`src/rtl/dynamic_priority_scheduler_assert.svh`:
```
// Assertion macros used by the scheduler top level.
`ifndef DYNAMIC_PRIORITY_SCHEDULER_ASSERT_SVH
`define DYNAMIC_PRIORITY_SCHEDULER_ASSERT_SVH

`ifndef SYNTHESIS

`define DPS_ASSERT(lbl, clk, rst_n, prop) \
    lbl: assert property (@(posedge clk) disable iff (!rst_n) prop) \
        else $error("scheduler assertion failed");

`define DPS_ASSERT_ALWAYS(lbl, clk, prop) \
    lbl: assert property (@(posedge clk) prop) \
        else $error("scheduler assertion failed");

`else

`define DPS_ASSERT(lbl, clk, rst_n, prop)

`define DPS_ASSERT_ALWAYS(lbl, clk, prop)

`endif

`endif

```
`src/rtl/dps_pkg.sv`:
```
// Types and constants shared by the scheduler modules.
package dps_pkg;

    localparam int DEPTH = 16;
    localparam int CNT_W = $clog2(DEPTH + 1);

    localparam logic       FUNC_ADD  = 1'b0;
    localparam logic       FUNC_TICK = 1'b1;

    localparam logic [1:0] ST_OK    = 2'd0;
    localparam logic [1:0] ST_FULL  = 2'd1;
    localparam logic [1:0] ST_EMPTY = 2'd2;

    localparam logic signed [7:0] PRIO_MIN = -8'sd128;

    typedef struct packed {
        logic              func;
        logic [7:0]        task_id;
        logic signed [7:0] priority_req;
        logic [7:0]        run_time;
    } t_in_word;

    typedef struct packed {
        logic [7:0] dispatched_id;
        logic       dispatched_valid;
        logic       task_finished;
        logic [1:0] status;
        logic [4:0] tasks_waiting;
    } t_out_word;

    typedef struct packed {
        logic [7:0]        id;
        logic signed [7:0] prio;
        logic [7:0]        remain;
    } t_entry;

    typedef enum logic [1:0] {
        CH_HOLD,
        CH_INSERT,
        CH_POP
    } t_chain_op;

    typedef struct packed {
        t_chain_op op;
        t_entry    entry;
    } t_chain_ctl;

endpackage

```
`src/rtl/dps_slot.sv`:
```
// One entry of the ready table: holds, shifts or takes a new task.
module dps_slot
    import dps_pkg::*;
(
    input  logic       i_clk,
    input  t_chain_ctl i_ctl,
    input  logic       i_occupied,
    input  t_entry     i_left,
    input  logic       i_left_keep,
    input  t_entry     i_right,
    output t_entry     o_entry,
    output logic       o_keep
);

    t_entry r_entry;

    assign o_keep  = i_occupied && (r_entry.prio >= i_ctl.entry.prio);
    assign o_entry = r_entry;

    always_ff @(posedge i_clk) begin
        case (i_ctl.op)
            CH_INSERT: begin
                if (!o_keep) begin
                    r_entry <= i_left_keep ? i_ctl.entry : i_left;
                end
            end
            CH_POP: begin
                r_entry <= i_right;
            end
            default: begin
                r_entry <= r_entry;
            end
        endcase
    end

endmodule

```
`src/rtl/dps_chain.sv`:
```
// Row of table slots ordered by priority, highest at slot zero.
module dps_chain
    import dps_pkg::*;
(
    input  logic             i_clk,
    input  t_chain_ctl       i_ctl,
    input  logic [CNT_W-1:0] i_count,
    output t_entry           o_head
);

    t_entry entries [DEPTH];
    logic   keeps   [DEPTH];

    for (genvar k = 0; k < DEPTH; k++) begin : g_slot
        t_entry left_entry;
        t_entry right_entry;
        logic   left_keep;
        logic   occupied;

        assign occupied = CNT_W'(k) < i_count;

        if (k == 0) begin : g_first
            assign left_entry = '0;
            assign left_keep  = 1'b1;
        end else begin : g_mid
            assign left_entry = entries[k-1];
            assign left_keep  = keeps[k-1];
        end

        if (k == DEPTH - 1) begin : g_last
            assign right_entry = '0;
        end else begin : g_inner
            assign right_entry = entries[k+1];
        end

        dps_slot u_slot (
            .i_clk       (i_clk),
            .i_ctl       (i_ctl),
            .i_occupied  (occupied),
            .i_left      (left_entry),
            .i_left_keep (left_keep),
            .i_right     (right_entry),
            .o_entry     (entries[k]),
            .o_keep      (keeps[k])
        );
    end

    assign o_head = entries[0];

endmodule

```
`src/rtl/dynamic_priority_scheduler.sv`:
```
// Top level of the priority scheduler with aging.
//
// The input channel (i_in_valid, o_in_stall, i_in_word) carries add and tick
// words. The output channel (o_out_valid, i_out_stall, o_out_word) returns
// exactly one result word per input word, in order.
// An add shifts the task into the slot row in the cycle it is accepted,
// and its result is registered at the same edge.
// A tick whose task still has time left pops the head slot at the
// accepting edge and registers its result, then shifts the aged task
// back into the row in the next cycle, during which the input is
// stalled. A tick that finishes its task or finds the table empty, and an add
// to a full table, complete at the accepting edge.
// Throughput is one word per cycle while the receiver does not stall, except
// a reinserting tick, which holds the input for the single insert path.
// A result becomes valid in the cycle after its word is accepted.
// Reset empties the table by clearing the count; slot contents are not cleared.
// While the receiver stalls a pending result, the input is stalled too,
// and the table keeps its contents unless a reinsert is still pending.
module dynamic_priority_scheduler
    import dps_pkg::*;
(
    input  logic      i_clk,
    input  logic      i_rst_n,
    input  logic      i_in_valid,
    output logic      o_in_stall,
    input  t_in_word  i_in_word,
    output logic      o_out_valid,
    input  logic      i_out_stall,
    output t_out_word o_out_word
);

    `include "dynamic_priority_scheduler_assert.svh"

    typedef enum logic {
        S_IDLE,
        S_REINS
    } t_state;

    t_state           r_state;
    logic [CNT_W-1:0] r_count;
    t_entry           r_reins;
    logic             r_out_valid;
    t_out_word        r_out;

    t_chain_ctl       chain_ctl;
    t_entry           head;
    t_entry           new_entry;
    t_entry           aged;
    logic             in_acc;
    logic             out_free;
    logic             is_full;
    logic             is_empty;
    logic             head_done;
    logic [CNT_W-1:0] count_after;
    t_out_word        result;

    assign out_free   = !r_out_valid || !i_out_stall;
    assign o_in_stall = (r_state != S_IDLE) || !out_free;
    assign in_acc     = i_in_valid && !o_in_stall;

    assign is_full   = (r_count == CNT_W'(DEPTH));
    assign is_empty  = (r_count == '0);
    assign head_done = (head.remain <= 8'd1);

    assign new_entry.id     = i_in_word.task_id;
    assign new_entry.prio   = i_in_word.priority_req;
    assign new_entry.remain = (i_in_word.run_time == 8'd0) ? 8'd1 : i_in_word.run_time;

    assign aged.id     = head.id;
    assign aged.prio   = (head.prio == PRIO_MIN) ? PRIO_MIN : head.prio - 8'sd1;
    assign aged.remain = head.remain - 8'd1;

    always_comb begin
        chain_ctl.op    = CH_HOLD;
        chain_ctl.entry = new_entry;
        result          = '0;
        count_after     = r_count;
        if (r_state == S_REINS) begin
            chain_ctl.op    = CH_INSERT;
            chain_ctl.entry = r_reins;
        end else if (in_acc) begin
            if (i_in_word.func == FUNC_ADD) begin
                if (is_full) begin
                    result.status = ST_FULL;
                end else begin
                    chain_ctl.op = CH_INSERT;
                    count_after  = r_count + CNT_W'(1);
                end
            end else if (is_empty) begin
                result.status = ST_EMPTY;
            end else begin
                chain_ctl.op            = CH_POP;
                result.dispatched_id    = head.id;
                result.dispatched_valid = 1'b1;
                result.task_finished    = head_done;
                if (head_done) begin
                    count_after = r_count - CNT_W'(1);
                end
            end
        end
        result.tasks_waiting = 5'(count_after);
    end

    dps_chain u_chain (
        .i_clk   (i_clk),
        .i_ctl   (chain_ctl),
        .i_count (r_count),
        .o_head  (head)
    );

    always_ff @(posedge i_clk) begin
        if (!i_rst_n) begin
            r_state     <= S_IDLE;
            r_count     <= '0;
            r_out_valid <= 1'b0;
        end else begin
            case (r_state)
                S_IDLE: begin
                    if (in_acc) begin
                        r_out_valid <= 1'b1;
                        if (chain_ctl.op == CH_POP) begin
                            r_count <= r_count - CNT_W'(1);
                            if (!head_done) begin
                                r_state <= S_REINS;
                            end
                        end else if (chain_ctl.op == CH_INSERT) begin
                            r_count <= r_count + CNT_W'(1);
                        end
                    end else if (!i_out_stall) begin
                        r_out_valid <= 1'b0;
                    end
                end
                S_REINS: begin
                    r_count <= r_count + CNT_W'(1);
                    r_state <= S_IDLE;
                    if (!i_out_stall) begin
                        r_out_valid <= 1'b0;
                    end
                end
                default: begin
                    r_state <= S_IDLE;
                end
            endcase
        end
    end

    always_ff @(posedge i_clk) begin
        if (in_acc) begin
            r_out <= result;
        end
        if ((r_state == S_IDLE) && (chain_ctl.op == CH_POP)) begin
            r_reins <= aged;
        end
    end

    assign o_out_valid = r_out_valid;
    assign o_out_word  = r_out;

    `DPS_ASSERT(a_count_bound, i_clk, i_rst_n, r_count <= CNT_W'(DEPTH))
    `DPS_ASSERT(a_reins_stalls, i_clk, i_rst_n, (r_state == S_REINS) |-> o_in_stall)
    `DPS_ASSERT(a_tick_reinserts, i_clk, i_rst_n,
        (in_acc && i_in_word.func == FUNC_TICK && !is_empty && !head_done) |=> (r_state == S_REINS))
    `DPS_ASSERT(a_dispatch_ok, i_clk, i_rst_n,
        (r_out_valid && r_out.dispatched_valid) |-> (r_out.status == ST_OK))

endmodule
```
`config.mk`:
```
export PLATFORM = sky130hd
export DESIGN_NAME = dynamic_priority_scheduler
export DESIGN_NICKNAME = d
export VERILOG_FILES = /design/src/rtl/dps_pkg.sv /design/src/rtl/dps_slot.sv /design/src/rtl/dps_chain.sv /design/src/rtl/dynamic_priority_scheduler.sv
export VERILOG_INCLUDE_DIRS = /design/src /design/src/rtl
export SDC_FILE = /design/constraint.sdc
export NUM_CORES = 1
export LEC_CHECK = 0
export ABC_AREA = 1
export BUFFER_PORTS_ARGS = -buffer_cell sky130_fd_sc_hd__buf_2
export CAP_MARGIN = 30
export CORE_AREA = 3 3 219 221
export DETAILED_ROUTE_END_ITERATION = 12
export DIE_AREA = 0 0 222 224
export PLACE_DENSITY = 0.86
export SYNTH_ARGS = -nofsm -noshare
export SYNTH_HDL_FRONTEND = slang
export SYNTH_SLANG_ARGS = --single-unit
```
`constraint.sdc`:
```
create_clock -name i_clk -period 8.54 [get_ports i_clk]
set_input_delay 1.281 -clock i_clk [delete_from_list [all_inputs] [get_ports i_clk]]
set_output_delay 1.281 -clock i_clk [all_outputs]
set_load 0.005 [all_outputs]
```
Yosys cells after proc, flatten, opt, wreduce, memory -nomap -nowiden --
Cells that the tools add are included.
Storage, ports and cells: register bits 432, bits of input ports 29, output and inout bits 19, word-level logic and storage cells 240
Cells by class: add/sub/neg operators 4, $lt $le $gt $ge 33, eq/ne operators 22, muxes and demuxes 74, bitwise gates (word level) 2, reductions and logical operators 46
Operator list (count):
- $mux 24 | 32
- $pmux 24 s2 | 16
- $ge 8x8->1 | 16
- $lt 4x5->1 const A | 8
- $mux 5 | 8
- $ne 2x2->1 const B | 17
- $reduce_and 2->1 | 17
- $lt 3x5->1 const A | 4
- $logic_and 1x1->1 | 18
- $mux 2 | 7
- $lt 1x5->1 const A | 2
- $lt 2x5->1 const A | 2
- $pmux 5 s2 | 1
- $eq 8x8->1 const B | 1
- $le 8x1->1 const B | 1
- $logic_not 8->1 | 1
- $mux 8 | 1
- $sub 8x1->8 const B | 1
- $sub 8x2->8 const B | 1
- $mux 1 | 7
- $add 5x1->5 const B | 1
- $eq 5x5->1 const B | 1
- $logic_not 5->1 | 1
- $sub 5x1->5 const B | 1
- 10 further kinds | 16

Longest topological paths before layout --
Gate-level depths: netlist of the first run.
word-level depth 13, depth in mapped cells 21, depth with buffers taken out 18

Cells and area by module --
A second synthesis of the first run with hierarchy kept.
Second synthesis, totals: cell total of the unflattened synthesis 3223, area total of the unflattened synthesis 26236.4 sq um
By module, submodules not included:
- dps_slot | instances 16, cells each 178, area each 1456.4 sq um, seq. area each 720.7 sq um
- dynamic_priority_scheduler | instances 1, cells each 337, area each 2772.7 sq um, seq. area each 1371.3 sq um
- dps_chain | instances 1, cells each 38, area each 161.4 sq um, seq. area each 0.0 sq um

Worst setup path before layout of the first run --
Ideal clock, no wire load.
kind in2reg, start input port i_in_word[11] (netlist name), end register u_chain.g_slot[14].u_slot.r_entry (netlist bit u_chain.g_slot[14].u_slot.o_entry[0]), enable pin, setup time 438 ps, arrival time 5133 ps, required time 8102 ps, slack 2969 ps, stages on the path 14, buffers on the path 2, cells stage by stage mux2i_1 clkbuf_1 ha_1 nand2_1 inv_1 nand2_1 nand2_1 nand2_1 nand2_1 nand2_1 nand3_1 buf_2 and2_0 o21ai_0
Between the ends: longest elaborated chain between the ends 5
Ends and longest elaborated chain:
- from (decl) | line dynamic_priority_scheduler.sv:26 | input t_in_word i_in_word,
- $mux 24 | line dynamic_priority_scheduler.sv:78 | if (r_state == S_REINS) begin
- $ge 8x8->1 | line dps_slot.sv:17 | assign o_keep = i_occupied && (r_entry.prio >= i_ctl.entry.prio);
- $logic_and 1x1->1 | line dps_slot.sv:17
- $ne 2x2->1 (no line)
- $reduce_and 2->1 (no line)
- to (signal assigned) | line dps_slot.sv:24 | r_entry <= i_left_keep ? i_ctl.entry : i_left;
- to (signal assigned) | line dps_slot.sv:28 | r_entry <= i_right;
- to (signal assigned) | line dps_slot.sv:31 | r_entry <= r_entry;
- to (decl) | line dps_slot.sv:15 | t_entry r_entry;
No other way between the ends. A chain may end at the register's enable or synchronous reset.

Worst setup path in the final report of the first run --
start register r_state, end register u_chain.g_slot[9].u_slot.r_entry (netlist bit u_chain.g_slot[9].u_slot.o_entry[6]), enable pin
Between the ends: longest elaborated chain between the ends 8, elaborated cells between the ends (all ways) 13, classes of those cells 1 x order compare; 3 x eq/ne; 3 x mux; 6 x reduce/logical
Ends and longest elaborated chain:
- from (decl) | line dynamic_priority_scheduler.sv:39 | t_state r_state;
- from (signal assigned) | line dynamic_priority_scheduler.sv:113 | r_state <= S_IDLE;
- from (signal assigned) | line dynamic_priority_scheduler.sv:124 | r_state <= S_REINS;
- from (signal assigned) | line dynamic_priority_scheduler.sv:135 | r_state <= S_IDLE;
- parallel branches: the longest is 7 deep, another holds $ge 8x8->1
- $reduce_and 2->1 (no line) *
- to (signal assigned) | line dps_slot.sv:24
- to (signal assigned) | line dps_slot.sv:28
- to (signal assigned) | line dps_slot.sv:31
- to (decl) | line dps_slot.sv:15
Every way passes the cells marked *.

==> results of run 1 <==
==> worst max path at each step <==
| stage | start | endpoint | slack (ns) | cells past startpoint |
|---|---|---|---|---|
| global placement | i_in_word[15] | u_chain.g_slot[9].u_slot.o_entry[2]$_DFFE_PP_ | 2.73 | 12 |
| detailed placement | i_in_word[15] | u_chain.g_slot[9].u_slot.o_entry[6]$_DFFE_PP_ | 2.59 | 12 |
| CTS | r_state$_SDFF_PP0_ | u_chain.g_slot[9].u_slot.o_entry[6]$_DFFE_PP_ | 2.91 | 12 |
| finish | r_state$_SDFF_PP0_ | u_chain.g_slot[9].u_slot.o_entry[6]$_DFFE_PP_ | 2.75 | 12 |
| floorplan | i_in_word[11] | u_chain.g_slot[14].u_slot.o_entry[0]$_DFFE_PP_ | 2.97 | 14 |
| global route | r_state$_SDFF_PP0_ | u_chain.g_slot[9].u_slot.o_entry[1]$_DFFE_PP_ | 2.43 | 12 |
==> registers in the layout, summed over array words and instances (netlist names) <==
name and cells:
u_chain.g_slot.u_slot.o_entry 384, o_out_word 17, r_state 1, r_count 5, r_reins 24, o_out_valid 1
==> metrics by stage <==
step / area, um2 / std cells / power (mW) / worst slack [ns]
finish: 29700 / 4155 / 7.73 / 2.75
global route: 29700 / 4155 / 8.14 / 2.43
CTS: 29600 / 4153 / 7.63 / 2.91
detailed placement: 28200 / 4070 / 5.67 / 2.59
global placement: 28100 / 4067 / 5.58 / 2.73
floorplan: 27500 / 3582 / 4.96 / 2.97
==> where the power goes <==
group	switching, mW	internal (mW)	leakage (nW)	total [mW]
sequential	0.329	2.98	4.04	3.31
clock	0.868	1.11	0.713	1.98
combinational	1.72	0.719	9.57	2.44
==> kinds of logic (layout without fill, tap and decap cells) <==
logic type	Yosys count	in the layout	share of synthesized area
buffers and inverters	662	628	0.0945
DFF	432	432	0.469
xor gates and xnor gates	13	13	0.00414
muxes	15	15	0.00546
adders and majority gates	137	137	0.0624
AOI/OAI and AO/OA	143	143	0.0290
and+or+nand+nor	2180	2180	0.335
==> area by class of cell <==
| type | instances | area, um2 | area share |
|---|---|---|---|
| sequential | 432 | 12900 | 0.435 |
| inverter | 452 | 1710 | 0.0575 |
| multi-input combinational | 2488 | 12200 | 0.411 |
| clock buffer | 56 | 1220 | 0.0411 |
| tap | 607 | 759 | 0.0256 |
| timing repair buffer | 93 | 656 | 0.0221 |
| clock inverter | 27 | 228 | 0.00767 |
==> placed cells by master (no fill, tap or decap), types with 2 or more instances in the layout <==
| cell | count |
|---|---|
| buf_4 | 41 |
| nand2_2 | 3 |
| nand4_1 | 16 |
| buf_2 | 47 |
| clkbuf_1 | 8 |
| bufinv_16 | 3 |
| edfxtp_1 | 425 |
| clkinv_2 | 11 |
| nand3_1 | 741 |
| o21ai_0 | 40 |
| ha_1 | 136 |
| nand2_1 | 1313 |
| o21ai_1 | 8 |
| buf_16 | 3 |
| clkbuf_16 | 47 |
| o21ai_2 | 5 |
| xor2_1 | 12 |
| inv_1 | 442 |
| nor3_1 | 6 |
| mux2i_4 | 15 |
| dfxtp_1 | 6 |
| buf_8 | 2 |
| a21o_1 | 12 |
| clkinv_8 | 2 |
| inv_2 | 7 |
| nor2_1 | 92 |
| a21oi_1 | 69 |
| clkinv_1 | 10 |
==> routing by layer <==
layer	wire length, um	up-vias	track usage
li1	-	11500	-
met1	31400	11100	0.455
met2	32800	1879	0.446
met3	11900	297	0.0841
met4	4870	0	0.167
met5	0	-	0
==> critical path, stage by stage, from the launching register on <==
cell,delay (ns)
dfxtp_2,0.33
buf_4,0.53
mux2i_4,0.90
buf_4,0.38
ha_1,0.31
a21o_1,0.19
nor2_1,0.14
nand2_1,0.08
nand2_1,0.06
nand3_1,0.62
nand2_1,0.90
nand2_1,0.11
nand2_1,0.78
==> summary.md, run 1 <==
| Metric | Value |
|---|---|
| Outcome | complete, no violations |
| DIE WIDTH | 222 um |
| Post-CTS setup repair buffer count | 0 |
| Synth async-reset ratio | 0 |
| Startpoint type of the worst setup path | register |
| Routed Antenna Nets | 0 |
| Number of buffers created by CTS | 46 |
| Top cell type's share of synthesized area | 0.464 |
| Hold Violations, Final | 0 |
| Post-synthesis sequential area ratio | 0.469 |
| CTS tree | built |
| Row count | just under 80 |
| CP Max Fanout | 25 |
| Hold wc startpoint | u_chain.g_slot[0].u_slot.o_entry[23]$_DFFE_PP_ |
| Hold Path Depth | 0 |
| Area contributors post-synth | edfxtp_1 46%, nand2_1 18%, nand3_1 13% |
| Netlist Area Pre-Place | about 27,000 um2 |
| RePlAce Congestion | around 0.96 |
| Clk_lat worst skew | about 0.60 ns |
| Critical Path End Type | register |
| Synth cell types | 42 |
| Vias per std cell | between 5 and 6 |
| Leakage | 14.3 nW |
| Initial antenna violation count | 0 |
| TritonRoute pass-1 iters | 7 |
| Die area | a little under 50,000 um2 |
| Number of max-cap violations | 0 |
| Nets | roughly 3,700 |
| Clk_skew | 0.0215 ns |
| Worst R2R Path Depth | 12 |
| Initial DRC Count | between 3,000 and 4,000 |
| WL per Instance | ~20 um |
| Commonest cells post-synth | 1,313 x nand2_1, 741 x nand3_1, 442 x inv_1, 425 x edfxtp_1, 137 x ha_1 |
| R2R Path Start | r_state$_SDFF_PP0_ |
| Worst Tran Pin Value | approximately 1.1 ns |
| Vias in the first global route | 22,300 |
| Filler Cells Inserted | roughly 3,700 |
| Clk slew on worst S/H paths | approximately 0.06 ns |
| Slew Limit Headroom | 0.237 |
| Crit path required time | between 8 and 9 ns |
| Largest net degree at the start of global routing | between 100 and 150 |
| Finish-stage setup viols | 0 |
| Min Hold Slack | about 0.45 ns |
| Reg2Reg Capture Point | u_chain.g_slot[9].u_slot.o_entry[6]$_DFFE_PP_ |
| Seq cells post-synth | ~430 |
| Antenna diode count | 0 |
| Min-Delay Path Class | register to register |
| TNS Setup | 0 ns |
| Num ports | between 40 and 50 |
| Tot GR Track Use | 0.318 |
| Final min period | around 5.8 ns |
| Yosys warns | 0 |
| Root Buffer | clkbuf_16 |
| Number of clock sinks | 432 |
| R2r setup slk | 2.75 ns |
| GR Overflow Total | 0 |
| Crit path DAT | approximately 6 ns |
| Post-CTS Resized | 0 |
| Routed wire length | between 80,000 and 90,000 um |
| Peak supply drop | between 0.0002 and 0.00025 V |
| Via Count | between 20,000 and 25,000 |
| Slew Viols, Final | 0 |
| Tcrit/Tclk final | 0.678 |
| RSZ-0062 raised after global routing | no |
| Clk buf depth | 3 |
| Global-route wire length before repair | 125,000 um |
| Maximum clock frequency | ~0.17 GHz |
| DP HPWL | ~53,000 um |
| Most numerous cell in the Yosys netlist | nand2_1 |
| EDFF count, synth | roughly 430 |
| Syn_nets | ~3,700 |
| Critical path class | register to register |
| Cells after Synth | ~3,600 |
| Share of layout cells above drive strength 1 | 0.0569 |
| CTS Hold Bufs | 0 |
| H-tree depth | 2 |
| Synthesized area per cell | 7.67 um2 |
| Fin util | 0.640 |
| Area growth syn-to-layout | 7.96% |
| Die Ht | between 200 and 250 um |
| Primary FF master, synth | edfxtp_1 |
| I/O Buffers | between 40 and 50 |
| Power per cell area | 260 nW/um2 |
| Hold endpoint | r_reins[23]$_DFFE_PP_ |
| DRC errors left | 0 |
| Starting Density | 0.593 |
| CORE AREA | between 40,000 and 50,000 um2 |
| Cell taking the most area after synthesis | edfxtp_1 |
(Power assumes the default switching activity.)
==> run 2, diff against run 1 <==
ABC_AREA = 0   (was 1)
CORE_AREA = 3 3 214 216   (was 3 3 219 221)
DIE_AREA = 0 0 217 219   (was 0 0 222 224)
PLACE_DENSITY = 0.87   (was 0.86)
clock period = 5.1 ns   (was 8.54 ns; I/O delays follow)
==> run 2 against run 1 <==
  * Design area fell by 5.8%
  * Combinational power fell by 32%
  * Worst hold slack got worse by 0.0092 ns
  * Clock power rose by 61%
  * Area after synthesis fell by 7.5%
  * Die area fell by 4.4%
  * Sequential share of layout area rose by 2.7 points
  * Clock skew rose by 0.0070 ns
  * Global-route usage fell by 0.61 points
  * Worst setup slack got worse by 2.2 ns
  * Highest routed layer unchanged
  * Largest power group unchanged
  * Synthesized cell count fell by 35%
==> summary.md, run 2 <==
| Metric | Value |
|---|---|
| Outcome | complete, no violations |
| GR Overflow Total | 0 |
| Root Buffer | clkbuf_16 |
| Netlist Area Pre-Place | between 20,000 and 30,000 um2 |
| Primary FF master, synth | edfxtp_1 |
| Global-route wire length before repair | between 100,000 and 150,000 um |
| Commonest non-fill, non-tap cell in the layout | edfxtp_1 |
| Share of layout cells above drive strength 1 | 0.133 |
| Critical path class | register to register |
| Num ports | 48 |
| WL per Instance | between 20 and 30 um |
| Synthesized area per cell | 11.0 um2 |
| Most numerous cell in the Yosys netlist | edfxtp_1 |
| Area growth syn-to-layout | 9.83% |
| Most frequent cells in the layout | 425 x edfxtp_1, 195 x inv_1, 175 x nand2_1, 161 x a221o_1, 160 x nand3_1 |
| Finish-stage setup viols | 0 |
| Slew Limit Headroom | 0.271 |
| DRC errors left | 0 |
| Syn_nets | 2,483 |
| Row count | 77 |
| CTS Hold Bufs | 0 |
| Power per cell area | 339 nW/um2 |
| Seq cells post-synth | roughly 430 |
| CP Max Fanout | 25 |
| RSZ-0062 raised after global routing | no |
| Initial antenna violation count | 0 |
| Routed wire length | ~76,000 um |
| Die area | between 40,000 and 50,000 um2 |
| Final min period | approximately 4.5 ns |
| DP HPWL | about 53,000 um |
| Cell taking the most area after synthesis | edfxtp_1 |
| Crit path required time | about 5.4 ns |
| Clk slew on worst S/H paths | ~0.060 ns |
| Yosys warns | 0 |
| Clk_skew | ~0.029 ns |
| Post-synthesis sequential area ratio | 0.507 |
| Nets | ~2,500 |
| Hold Violations, Final | 0 |
| Maximum clock frequency | between 0.2 and 0.25 GHz |
| I/O Buffers | 47 |
| Area contributors post-synth | edfxtp_1 50%, ha_1 6.7%, a221o_1 6.3% |
| Critical Path End Type | register |
| Startpoint type of the worst setup path | register |
| Power Total | ~9.5 mW |
| Slew Viols, Final | 0 |
| Die Ht | 219 um |
| TNS Setup | 0 ns |
| Crit path DAT | approximately 4.8 ns |
| Clk buf depth | 3 |
| Synth async-reset ratio | 0 |
| Placed Area | about 27,000 um2 |
| Post-CTS setup repair buffer count | 0 |
| Top cell type's share of synthesized area | 0.502 |
| RePlAce Congestion | between 0.9 and 1 |
| Commonest cells post-synth | 425 x edfxtp_1, 195 x inv_1, 175 x nand2_1, 163 x clkbuf_1, 161 x a221o_1 |
| Antenna diode count | 0 |
| Vias in the first global route | between 15,000 and 20,000 |
| DIE WIDTH | approximately 220 um |
| Min-Delay Path Class | input pin to register |
| CTS tree | built |
| Post-CTS Resized | 0 |
| Worst Tran Pin Value | 1.09 ns |
| Tot GR Track Use | 0.312 |
| Tcrit/Tclk final | 0.885 |
| R2r setup slk | 0.58 ns |
| Routed Antenna Nets | 0 |
| Vias per std cell | around 7.1 |
| TritonRoute pass-1 iters | 6 |
| Max reg flops | 384 |
| Clk_lat worst skew | 0.58 ns |
| Min Hold Slack | approximately 0.44 ns |
| Number of max-cap violations | 0 |
| Via Count | ~21,000 |
| Cells after Synth | between 2,000 and 2,500 |
| Synth cell types | 73 |
| Fin util | 0.633 |
| Leakage | between 10 and 15 nW |
| EDFF count, synth | around 430 |
| Final Cell Area | approximately 28,000 um2 |
| H-tree depth | 2 |
| Number of buffers created by CTS | between 40 and 50 |
| Largest net degree at the start of global routing | roughly 110 |
| Peak supply drop | about 0.00031 V |
| Initial DRC Count | ~3,800 |
| CORE AREA | between 40,000 and 50,000 um2 |
| Number of clock sinks | around 430 |
| Starting Density | 0.577 |
==> run 2: cell families (layout without fill, tap and decap cells) <==
| kind of cell | count (synthesis) | after routing | synth area share |
|---|---|---|---|
| AO/OA/AOI/OAI | 555 | 555 | 0.188 |
| multiplexers | 29 | 29 | 0.0127 |
| XOR/XNOR | 12 | 12 | 0.00413 |
| buffers and inverters | 409 | 430 | 0.0649 |
| adder cells (fa/ha/maj) | 137 | 137 | 0.0674 |
| AND/OR/NAND/NOR | 743 | 743 | 0.156 |
| flip-flops | 432 | 432 | 0.507 |
==> run 2: area by class of cell <==
class | count | area, um2
tap | 592 | 741
clock buffer | 60 | 1180
fill | 3277 | 16200
timing repair buffer | 156 | 1160
sequential | 432 | 12900
multi-input combinational | 1476 | 11000
inverter | 195 | 732
clock inverter | 19 | 184
==> run 2: worst paths after layout <==
path	from	to	depth (start not counted)
setup reg to reg	r_state$_SDFF_PP0_	u_chain.g_slot[2].u_slot.o_entry[3]$_DFFE_PP_	9
hold reg to reg	u_chain.g_slot[0].u_slot.o_entry[21]$_DFFE_PP_	r_reins[21]$_DFFE_PP_	0
setup / recovery	r_state$_SDFF_PP0_	u_chain.g_slot[2].u_slot.o_entry[3]$_DFFE_PP_	9
hold / removal	i_rst_n	r_state$_SDFF_PP0_	3
==> run 2: per-layer routing <==
layer  GRT usage  wire, um  vias up  share of wire
met5           0         0        -              0
met4       0.135      3600        0          0.048
met3      0.0839     11000      275           0.15
met2       0.482     33800     1713           0.45
met1       0.418     27100     9846           0.36
li1            -         -     8993              -
==> run 2: stage by stage <==
step           instances  setup slack [ns]
5_1_grt             2930             0.556
4_1_cts             2926             0.788
3_5_place_dp        2847             0.732
3_3_place_gp        2844             0.741
6_report            2930             0.584
2_1_floorplan       2317             0.215
==> run 2: worst max-delay path, stage by stage (launching register included) <==
cell,delay [ns]
dfxtp_1,0.66
mux2_2,0.45
inv_1,0.53
ha_1,0.28
a21o_1,0.15
a31oi_1,0.07
o21ai_2,0.88
and2_1,0.62
buf_4,0.42
o311ai_1,0.14
==> run 2: where the power goes <==
group          total (mW)  switching, mW  internal [mW]
Clock                3.18           1.40           1.78
Combinational        1.67           1.04          0.633
Sequential           4.61          0.234           4.38
Total                9.47           2.68           6.79
